**config.mk**
```make
export PLATFORM = sky130hd
export DESIGN_NAME = token_bucket_shaper_top
export DESIGN_NICKNAME = d
export VERILOG_FILES = /design/src/sv/tbs_pkg.sv /design/src/sv/token_bucket_shaper_top.sv /design/src/sv/tbs_ctrl.sv /design/src/sv/tbs_datapath.sv
export VERILOG_INCLUDE_DIRS = /design/src /design/src/sv
export SDC_FILE = /design/constraint.sdc
export NUM_CORES = 2
export LEC_CHECK = 0
export BUFFER_PORTS_ARGS = -buffer_cell sky130_fd_sc_hd__buf_4
export CAP_MARGIN = 30
export CORE_ASPECT_RATIO = 0.5
export CORE_MARGIN = 2
export CORE_UTILIZATION = 42
export DETAILED_ROUTE_END_ITERATION = 10
export GPL_ROUTABILITY_DRIVEN = 0
export PLACE_DENSITY = 0.6
export SYNTH_ARGS = -nofsm -noshare
export SYNTH_HDL_FRONTEND = slang
export SYNTH_HIERARCHICAL = 1
export SYNTH_SLANG_ARGS = --single-unit
```
**constraint.sdc**
```tcl
create_clock -name clk -period 14.2 [get_ports clk]
set_input_delay 2.13 -clock clk [delete_from_list [all_inputs] [get_ports clk]]
set_output_delay 2.13 -clock clk [all_outputs]
set_load 0.01 [all_outputs]
```
**src/sv/token_bucket_shaper_top_macros.svh**
```systemverilog
// Assertion macros used by the token bucket shaper top level.
`ifndef TOKEN_BUCKET_SHAPER_TOP_MACROS_SVH
`define TOKEN_BUCKET_SHAPER_TOP_MACROS_SVH

// Same-cycle implication, disabled while reset is asserted.
`define TBS_ASSERT_NOW(label, ck, rst_n, ante, cons) \
	label: assert property (@(posedge ck) disable iff (!rst_n) (ante) |-> (cons)) \
		else $error("token bucket shaper: same-cycle check failed");

// Next-cycle implication, disabled while reset is asserted.
`define TBS_ASSERT_NEXT(label, ck, rst_n, ante, cons) \
	label: assert property (@(posedge ck) disable iff (!rst_n) (ante) |=> (cons)) \
		else $error("token bucket shaper: next-cycle check failed");

`endif

```
**src/sv/tbs_pkg.sv**
```systemverilog
// Types, constants and control codes of the token bucket shaper.
package tbs_pkg;

	// Reset values of the configuration registers
	localparam logic [15:0] CAP_RESET  = 16'd500;
	localparam logic [23:0] RATE_RESET = 24'd256;

	// Configuration register indexes
	localparam int unsigned CFG_IDX_W = 2;
	localparam logic [CFG_IDX_W-1:0] CFG_CAPACITY = 2'd0;
	localparam logic [CFG_IDX_W-1:0] CFG_RATE     = 2'd1;

	// One quotient bit per divider step
	localparam int unsigned DIV_STEPS = 32;
	localparam int unsigned DIV_CNT_W = $clog2(DIV_STEPS);

	typedef struct packed {
		logic [31:0] arrive_stamp;
		logic [31:0] packet_tag;
		logic [15:0] packet_bytes;
	} pkt_item_t;

	typedef struct packed {
		logic [31:0] depart_time;
		logic [31:0] out_tag;
		logic [15:0] out_bytes;
		logic        was_delayed;
	} res_item_t;

	typedef enum logic [2:0] {
		ST_IDLE,
		ST_MUL,
		ST_EARN,
		ST_SPEND,
		ST_DIV,
		ST_SUM,
		ST_FINISH
	} state_t;

	// Commands from controller to datapath
	typedef struct packed {
		logic load;
		logic mul;
		logic earn;
		logic spend;
		logic div_step;
		logic sum;
		logic emit;
	} cmd_t;

	// Status from datapath to controller
	typedef struct packed {
		logic short_tokens;
	} status_t;

endpackage

```
**src/sv/token_bucket_shaper_top.sv**
```systemverilog
// Token bucket shaper: paces packets by a refill rate and a bucket capacity.
//
// Packets enter on pkt (pkt_valid / pkt_stall) with arrival time, tag and size;
// each leaves one result on res (res_valid / res_stall) with its departure
// time, tag, size and a flag telling whether it had to wait for tokens.
// Times are unsigned 24.8 seconds; the refill rate is 16.8 tokens per second.
// Configuration: cfg_wen writes cfg_data into register cfg_index
// (0 = bucket capacity, which also refills the bucket; 1 = refill rate).
// One packet is processed at a time. A packet with enough tokens passes
// the multiply, earn, spend and finish states; a packet short of tokens
// also passes the divide and sum states, as the wait time comes from a divider
// retiring one quotient bit a cycle. The next packet is accepted in the
// cycle after a result is loaded into the output register.
// A result held by res_stall stays in the output register; the block still
// accepts and works on the next packet and holds its result until the
// register frees up.
// Reset: capacity 500, rate 1.0, bucket full, last departure zero; no result.
module token_bucket_shaper_top
	import tbs_pkg::*;
(
	input  logic                 clk,
	input  logic                 arst_n,
	input  logic                 cfg_wen,
	input  logic [CFG_IDX_W-1:0] cfg_index,
	input  logic [23:0]          cfg_data,
	input  logic                 pkt_valid,
	output logic                 pkt_stall,
	input  pkt_item_t            pkt,
	output logic                 res_valid,
	input  logic                 res_stall,
	output res_item_t            res
);

`include "token_bucket_shaper_top_macros.svh"

	cmd_t    cmd;
	status_t status;

	tbs_ctrl u_ctrl (
		.clk       (clk),
		.arst_n    (arst_n),
		.pkt_valid (pkt_valid),
		.pkt_stall (pkt_stall),
		.res_valid (res_valid),
		.res_stall (res_stall),
		.status    (status),
		.cmd       (cmd)
	);

	tbs_datapath u_datapath (
		.clk       (clk),
		.arst_n    (arst_n),
		.cfg_wen   (cfg_wen),
		.cfg_index (cfg_index),
		.cfg_data  (cfg_data),
		.pkt       (pkt),
		.cmd       (cmd),
		.status    (status),
		.res       (res)
	);

	// One packet at a time: an accepted packet blocks the input next cycle
	`TBS_ASSERT_NEXT(a_busy_after_accept, clk, arst_n, pkt_valid && !pkt_stall, pkt_stall)
	// A new result never overwrites one still held by the receiver
	`TBS_ASSERT_NOW(a_no_overwrite, clk, arst_n, cmd.emit, !res_valid || !res_stall)
	// Results appear only after the controller loaded one
	`TBS_ASSERT_NOW(a_valid_from_emit, clk, arst_n, $rose(res_valid), $past(cmd.emit))

endmodule

```
**src/sv/tbs_ctrl.sv**
```systemverilog
// Controller state machine of the token bucket shaper.
module tbs_ctrl
	import tbs_pkg::*;
(
	input  logic    clk,
	input  logic    arst_n,
	input  logic    pkt_valid,
	output logic    pkt_stall,
	output logic    res_valid,
	input  logic    res_stall,
	input  status_t status,
	output cmd_t    cmd
);

	state_t               state_q, state_nxt;
	logic [DIV_CNT_W-1:0] div_cnt_q;
	logic                 res_valid_q;
	logic                 out_free;

	// Output register can take a new result this cycle
	assign out_free = !res_valid_q || !res_stall;

	// State register, divider step counter, result valid
	always_ff @(posedge clk or negedge arst_n) begin
		if (!arst_n) begin
			state_q     <= ST_IDLE;
			div_cnt_q   <= '0;
			res_valid_q <= 1'b0;
		end else begin
			state_q <= state_nxt;
			if (cmd.spend) begin
				div_cnt_q <= '0;
			end else if (cmd.div_step) begin
				div_cnt_q <= div_cnt_q + 1'b1;
			end
			if (cmd.emit) begin
				res_valid_q <= 1'b1;
			end else if (!res_stall) begin
				res_valid_q <= 1'b0;
			end
		end
	end

	// Next state
	always_comb begin
		state_nxt = state_q;
		case (state_q)
			ST_IDLE: begin
				if (pkt_valid) state_nxt = ST_MUL;
			end
			ST_MUL:   state_nxt = ST_EARN;
			ST_EARN:  state_nxt = ST_SPEND;
			ST_SPEND: begin
				state_nxt = status.short_tokens ? ST_DIV : ST_FINISH;
			end
			ST_DIV: begin
				if (div_cnt_q == DIV_CNT_W'(DIV_STEPS - 1)) state_nxt = ST_SUM;
			end
			ST_SUM: state_nxt = ST_FINISH;
			ST_FINISH: begin
				if (out_free) state_nxt = ST_IDLE;
			end
			default: state_nxt = ST_IDLE;
		endcase
	end

	// Commands and handshake outputs
	always_comb begin
		cmd          = '0;
		pkt_stall    = 1'b1;
		case (state_q)
			ST_IDLE: begin
				pkt_stall = 1'b0;
				cmd.load  = pkt_valid;
			end
			ST_MUL:    cmd.mul      = 1'b1;
			ST_EARN:   cmd.earn     = 1'b1;
			ST_SPEND:  cmd.spend    = 1'b1;
			ST_DIV:    cmd.div_step = 1'b1;
			ST_SUM:    cmd.sum      = 1'b1;
			ST_FINISH: cmd.emit     = out_free;
			default:   cmd          = '0;
		endcase
	end

	assign res_valid = res_valid_q;

endmodule

```
**src/sv/tbs_datapath.sv**
```systemverilog
// Datapath of the token bucket shaper: bucket state, refill multiply, wait divider.
module tbs_datapath
	import tbs_pkg::*;
(
	input  logic                 clk,
	input  logic                 arst_n,
	input  logic                 cfg_wen,
	input  logic [CFG_IDX_W-1:0] cfg_index,
	input  logic [23:0]          cfg_data,
	input  pkt_item_t            pkt,
	input  cmd_t                 cmd,
	output status_t              status,
	output res_item_t            res
);

	// Configuration and bucket state
	logic [15:0] cap_q;
	logic [23:0] rate_q;
	logic [15:0] token_q;
	logic [31:0] last_q;

	// Current item and work registers
	pkt_item_t   item_q;
	logic        later_q;
	logic [39:0] earned_q;
	logic        delayed_q;
	logic [23:0] rem_q;
	logic [31:0] quo_q;
	res_item_t   res_q;

	logic [31:0] elapsed;
	logic [55:0] prod;
	logic [16:0] sum17;
	logic [15:0] earn_val;
	logic        short_tokens;
	logic [15:0] deficit;
	logic [24:0] shifted;
	logic [25:0] diff;
	logic        ge;
	logic [31:0] wait_time;
	logic [32:0] when33;

	// Refill: rate times elapsed time, 16 fraction bits dropped
	assign elapsed = item_q.arrive_stamp - last_q;
	assign prod    = {32'b0, rate_q} * {24'b0, elapsed};

	// Capped token sum
	assign sum17    = {1'b0, token_q} + {1'b0, earned_q[15:0]};
	assign earn_val = ((|earned_q[39:16]) || (sum17 > {1'b0, cap_q})) ? cap_q : sum17[15:0];

	assign short_tokens = token_q < item_q.packet_bytes;
	assign deficit      = item_q.packet_bytes - token_q;

	// One restoring division step
	assign shifted = {rem_q, quo_q[31]};
	assign diff    = {1'b0, shifted} - {2'b0, rate_q};
	assign ge      = !diff[25];

	// Saturating departure time; zero rate waits forever
	assign wait_time = (rate_q == '0) ? '1 : quo_q;
	assign when33    = {1'b0, last_q} + {1'b0, wait_time};

	// Registers with reset: configuration and bucket state
	always_ff @(posedge clk or negedge arst_n) begin
		if (!arst_n) begin
			cap_q   <= CAP_RESET;
			rate_q  <= RATE_RESET;
			token_q <= CAP_RESET;
			last_q  <= '0;
		end else begin
			if (cfg_wen && (cfg_index == CFG_CAPACITY)) begin
				cap_q   <= cfg_data[15:0];
				token_q <= cfg_data[15:0];
			end else if (cfg_wen && (cfg_index == CFG_RATE)) begin
				rate_q <= cfg_data;
			end else if (cmd.earn && later_q) begin
				token_q <= earn_val;
				last_q  <= item_q.arrive_stamp;
			end else if (cmd.spend) begin
				token_q <= short_tokens ? '0 : token_q - item_q.packet_bytes;
			end else if (cmd.sum) begin
				last_q <= when33[32] ? '1 : when33[31:0];
			end
		end
	end

	// Payload and work registers
	always_ff @(posedge clk) begin
		if (cmd.load) begin
			item_q <= pkt;
		end
		if (cmd.mul) begin
			later_q  <= item_q.arrive_stamp > last_q;
			earned_q <= prod[55:16];
		end
		if (cmd.spend) begin
			delayed_q <= short_tokens;
			rem_q     <= '0;
			quo_q     <= {deficit, 16'b0};
		end
		if (cmd.div_step) begin
			rem_q <= ge ? diff[23:0] : shifted[23:0];
			quo_q <= {quo_q[30:0], ge};
		end
		if (cmd.emit) begin
			res_q.depart_time <= last_q;
			res_q.out_tag     <= item_q.packet_tag;
			res_q.out_bytes   <= item_q.packet_bytes;
			res_q.was_delayed <= delayed_q;
		end
	end

	assign status.short_tokens = short_tokens;
	assign res                 = res_q;

endmodule
```
==> results.md <==
Run status:
- The run finished with clean final reports.

Detailed routing:
- The detailed router placed 34670 vias in this run.
- For this block, the initial DRC count from the detailed router was 2791.
- The met2 wire length is 61670 um.
- Wires add up to 135300 um.
- In the routed design, unresolved DRC markers number 0.
- The routed length on met3 is 9607 um.
- The first TritonRoute pass finished after 6 iterations.
- Dividing the detail-routed wire length by the instance count gives 21.17 um.
- The routed metal-1 wire length is 59190 um.
- The count of nets left with antenna violations once routing finished came out at 0.
- The top routing layer in use is met4.
- In the routed layout, each cell is associated on average with a via count of 5.426.

Setup path:
- The end of the worst register-to-register path is u_datapath/earned_q[33].
- The number of cells on the worst reg-to-reg path is 33.
- The required time at the worst-slack endpoint is 14.52 ns.
- The setup path with the least slack is of type flop to flop.
- Along the worst path, the maximum fanout reaches 24.
- The category of the worst setup path launch point is a flop.
- The largest individual stage delay along the critical path comes from the cell xnor2_4.
- The maximum cell stage delay along the critical path is 0.85 ns.
- By instance count, the cell type seen most on the critical path is fa_1.
- The launch point of the worst reg-to-reg path is u_datapath/last_q[1].
- In this run the register-to-register setup slack is 3.44 ns.
- At the worst endpoint, the arrival time is 11.08 ns.
- STA classifies the critical path endpoint as a flop.

Clock tree:
- The number of clock sinks seen by CTS is 356.
- The clock slew seen by the registers of the worst setup and hold paths is 0.06 ns.
- The CTS tree is yes.
- The maximum clock insertion buffer count is 3.
- CTS placed an instance of clkbuf_16 at the clock tree root.
- The hold buffer count at cts is 0.
- The H-tree was split into 2 levels.
- The clock reaches the later pin of the worst-skew pair after 0.58 ns.
- The number of clock buffers added by TritonCTS is 41.
- Post-CTS repair changed the size of 0 cells.
- The post-CTS setup buffer count is 0.

Final layout:
- Summing all multi-input logic gate instances after layout gives 31790 sq um.
- 0 antenna diodes ended up in the layout.
- Summing all flip-flop and latch instances after layout gives 10220 sq um.
- The area overhead of the layout relative to synthesis is 10.34%.
- Counting the fill cells in the layout gives 10170.
- The share of cells above drive strength 1 is 0.1068.
- The final instance area is 50800 sq um.
- In the final design database the tool counted 6026 nets.
- The final core utilization is 0.4697.

Floorplan:
- The I/O pin count is 194.
- The number of placement rows is 85.
- The starting density of the core is 0.4257.
- The die is 238.1 um tall.
- The placeable core region is 108200 sq um.
- The die is 472.2 um wide.
- The full die area is 112400 sq um.

Hold path:
- The path class of the lowest-slack min-delay path is flop to flop.
- The path with the worst hold slack has its endpoint at u_datapath/res[47].
- The number of stages on the worst hold path is 0.
- The beginning of the worst hold path is u_datapath/item_q[46].

Synth:
- For this run, the leading register cell type out of synthesis is edfxtp_1.
- The flip-flop and latch count after synthesis is 356.
- Synthesis produced a netlist with a net count of 5957.
- The top cell type's share of synthesized area is 0.2883.
- The sequential area share after synthesis is 0.2220.
- Counting flops with an async set or reset pin after synthesis yields a share of 0.2725.
- The synthesized area divided by synthesized cell count is 9.489 sq um.
- Counting distinct cell types in the post-synthesis netlist gives 89.
- Synthesis produced 4852 cells.
- The synthesized cell area is 46040 sq um.
- The cell accounting for the most synthesized area is fa_1.
- Yosys printed 6 warnings.
- The count of flip-flops with a built-in enable after synthesis is 259.
- By area the synthesized netlist is led by fa_1 29%, edfxtp_1 17%, ha_1 9.0%.

Placement:
- The half-perimeter wire length of the detailed placement result is 102800 um.
- Summing all placed instances gives a cell area of 49300 sq um.
- The number of buffers inserted by port buffering is 193.

Global route:
- The via count of the first global-routing pass is 36820.
- The initial antenna violation count came to 1.
- The first-pass GRT wire length is 214300 um.
- The total global routing overflow is 0.
- The overall routing resource usage is 0.2458.
- The largest net degree at the start of global routing is 64.

Timing:
- The largest clock skew in the final design is 0.01776 ns.
- The worst slew margin relative to its limit is 0.2832.
- The final cycle utilization of the critical path is 0.7575.
- Setup repair after global routing left no endpoint under its margin.
- For this run, the top clock speed supported by timing is 92.96 MHz.
- The minimum clock period is 10.76 ns.
- The number of failing hold endpoints at the final stage is 0.
- The transition time at the pin with the least slew margin is 1.067 ns.
- The final max-slew violation count is 0.
- The total setup violations reported at the end of the flow is 0.
- The setup TNS is 0 ns.

Job:
- Across the run, the number of max-cap violations was 0.
critical path: cells and delay by family, from the launching register on:
family / cells / cell delay (ns)
and+or+nand+nor: 2 / 0.33
buffers and inverters: 6 / 0.36
adders and majority gates: 9 / 4.22
AOI/OAI and AO/OA: 14 / 4.14
xor gates and xnor gates: 2 / 0.99
DFF: 1 / 0.42
synth_stat cells (all sizes together) (87+ instances only):
master	instances
a21oi	168
and2	354
clkbuf	226
edfxtp	259
fa	663
ha	331
inv	899
nand2	567
nand2b	124
nor2	123
o21ai	135
xnor2	87
cell families (layout without fill, tap and decap cells):
| kind of cell | count (synthesis) | count (layout) | share of synthesized area |
|---|---|---|---|
| buffers and inverters | 1147 | 1249 | 0.09452 |
| AND/OR/NAND/NOR | 1450 | 1450 | 0.1579 |
| adder cells (fa/ha/maj) | 994 | 994 | 0.3782 |
| AO/OA/AOI/OAI | 637 | 637 | 0.09034 |
| flip-flops | 356 | 356 | 0.2220 |
| multiplexers | 138 | 138 | 0.03223 |
| XOR/XNOR | 130 | 130 | 0.02473 |
cell type report:
cell class,count,area share
Timing Repair Buffer,274,0.04281
Tap cell,1435,0.03534
Sequential cell,356,0.2012
Inverter,899,0.06643
Clock inverter,20,0.006083
Clock buffer,56,0.02231
Multi-Input combinational cell,3349,0.6258
cells in the final DEF, fill, tap and decap left out, types with 23 or more instances in the layout:
cell and n:
mux2_2 76, buf_4 257, nand2_1 567, o21ai_0 131, mux2i_1 56, xor2_1 36, fa_1 663, o21a_1 25
a211oi_1 23, ha_1 331, nor3_1 80, nor2_1 120, nand3_1 45, o22ai_1 46, a21o_1 81, nand2b_1 124
and2_1 353, inv_1 898, or2_2 36, xnor2_1 72, dfrtp_1 82, clkbuf_16 42, a21oi_1 165, edfxtp_1 259
state kept, by name, summed over array words and instances (netlist names):
signal	count
u_datapath/res	81
u_datapath/item_q	80
u_datapath/earned_q	40
u_datapath/last_q	32
u_datapath/quo_q	32
u_datapath/rate_q	24
u_datapath/rem_q	24
u_datapath/cap_q	16
u_datapath/token_q	16
u_ctrl/div_cnt_q	5
u_ctrl/state_q	3
u_ctrl/res_valid	1
u_datapath/delayed_q	1
u_datapath/later_q	1
stage by stage:
step	std cells	setup slack, ns	hold slack, ns
after floorplan	4852	4.997	0.4003
after global placement	6296	3.677	0.4001
after global routing	6389	2.782	0.4213
final	6389	3.443	0.4124
after CTS	6385	3.516	0.4159
after detailed placement	6309	3.564	0.4052
routing by layer:
| layer | up-vias | global-route usage |
|---|---|---|
| met1 | 17770 | 0.3368 |
| li1 | 15560 | - |
| met5 | - | 0 |
| met2 | 1083 | 0.4002 |
| met3 | 254 | 0.03981 |
| met4 | 0 | 0.07809 |
worst max path at each step:
stage / to / start / slack (ns)
floorplan: u_datapath/earned_q[33] / u_datapath/item_q[48] / 5.00
global placement: u_datapath/earned_q[33] / u_datapath/last_q[1] / 3.68
detailed placement: u_datapath/earned_q[33] / u_datapath/last_q[1] / 3.56
CTS: u_datapath/earned_q[33] / u_datapath/last_q[1] / 3.52
global route: u_datapath/earned_q[33] / u_datapath/last_q[1] / 2.78
finish: u_datapath/earned_q[33] / u_datapath/last_q[1] / 3.44
Power is left out: the tool's default activity adds up to more than one toggle a clock period on the data nets, which glitch-free logic cannot reach.
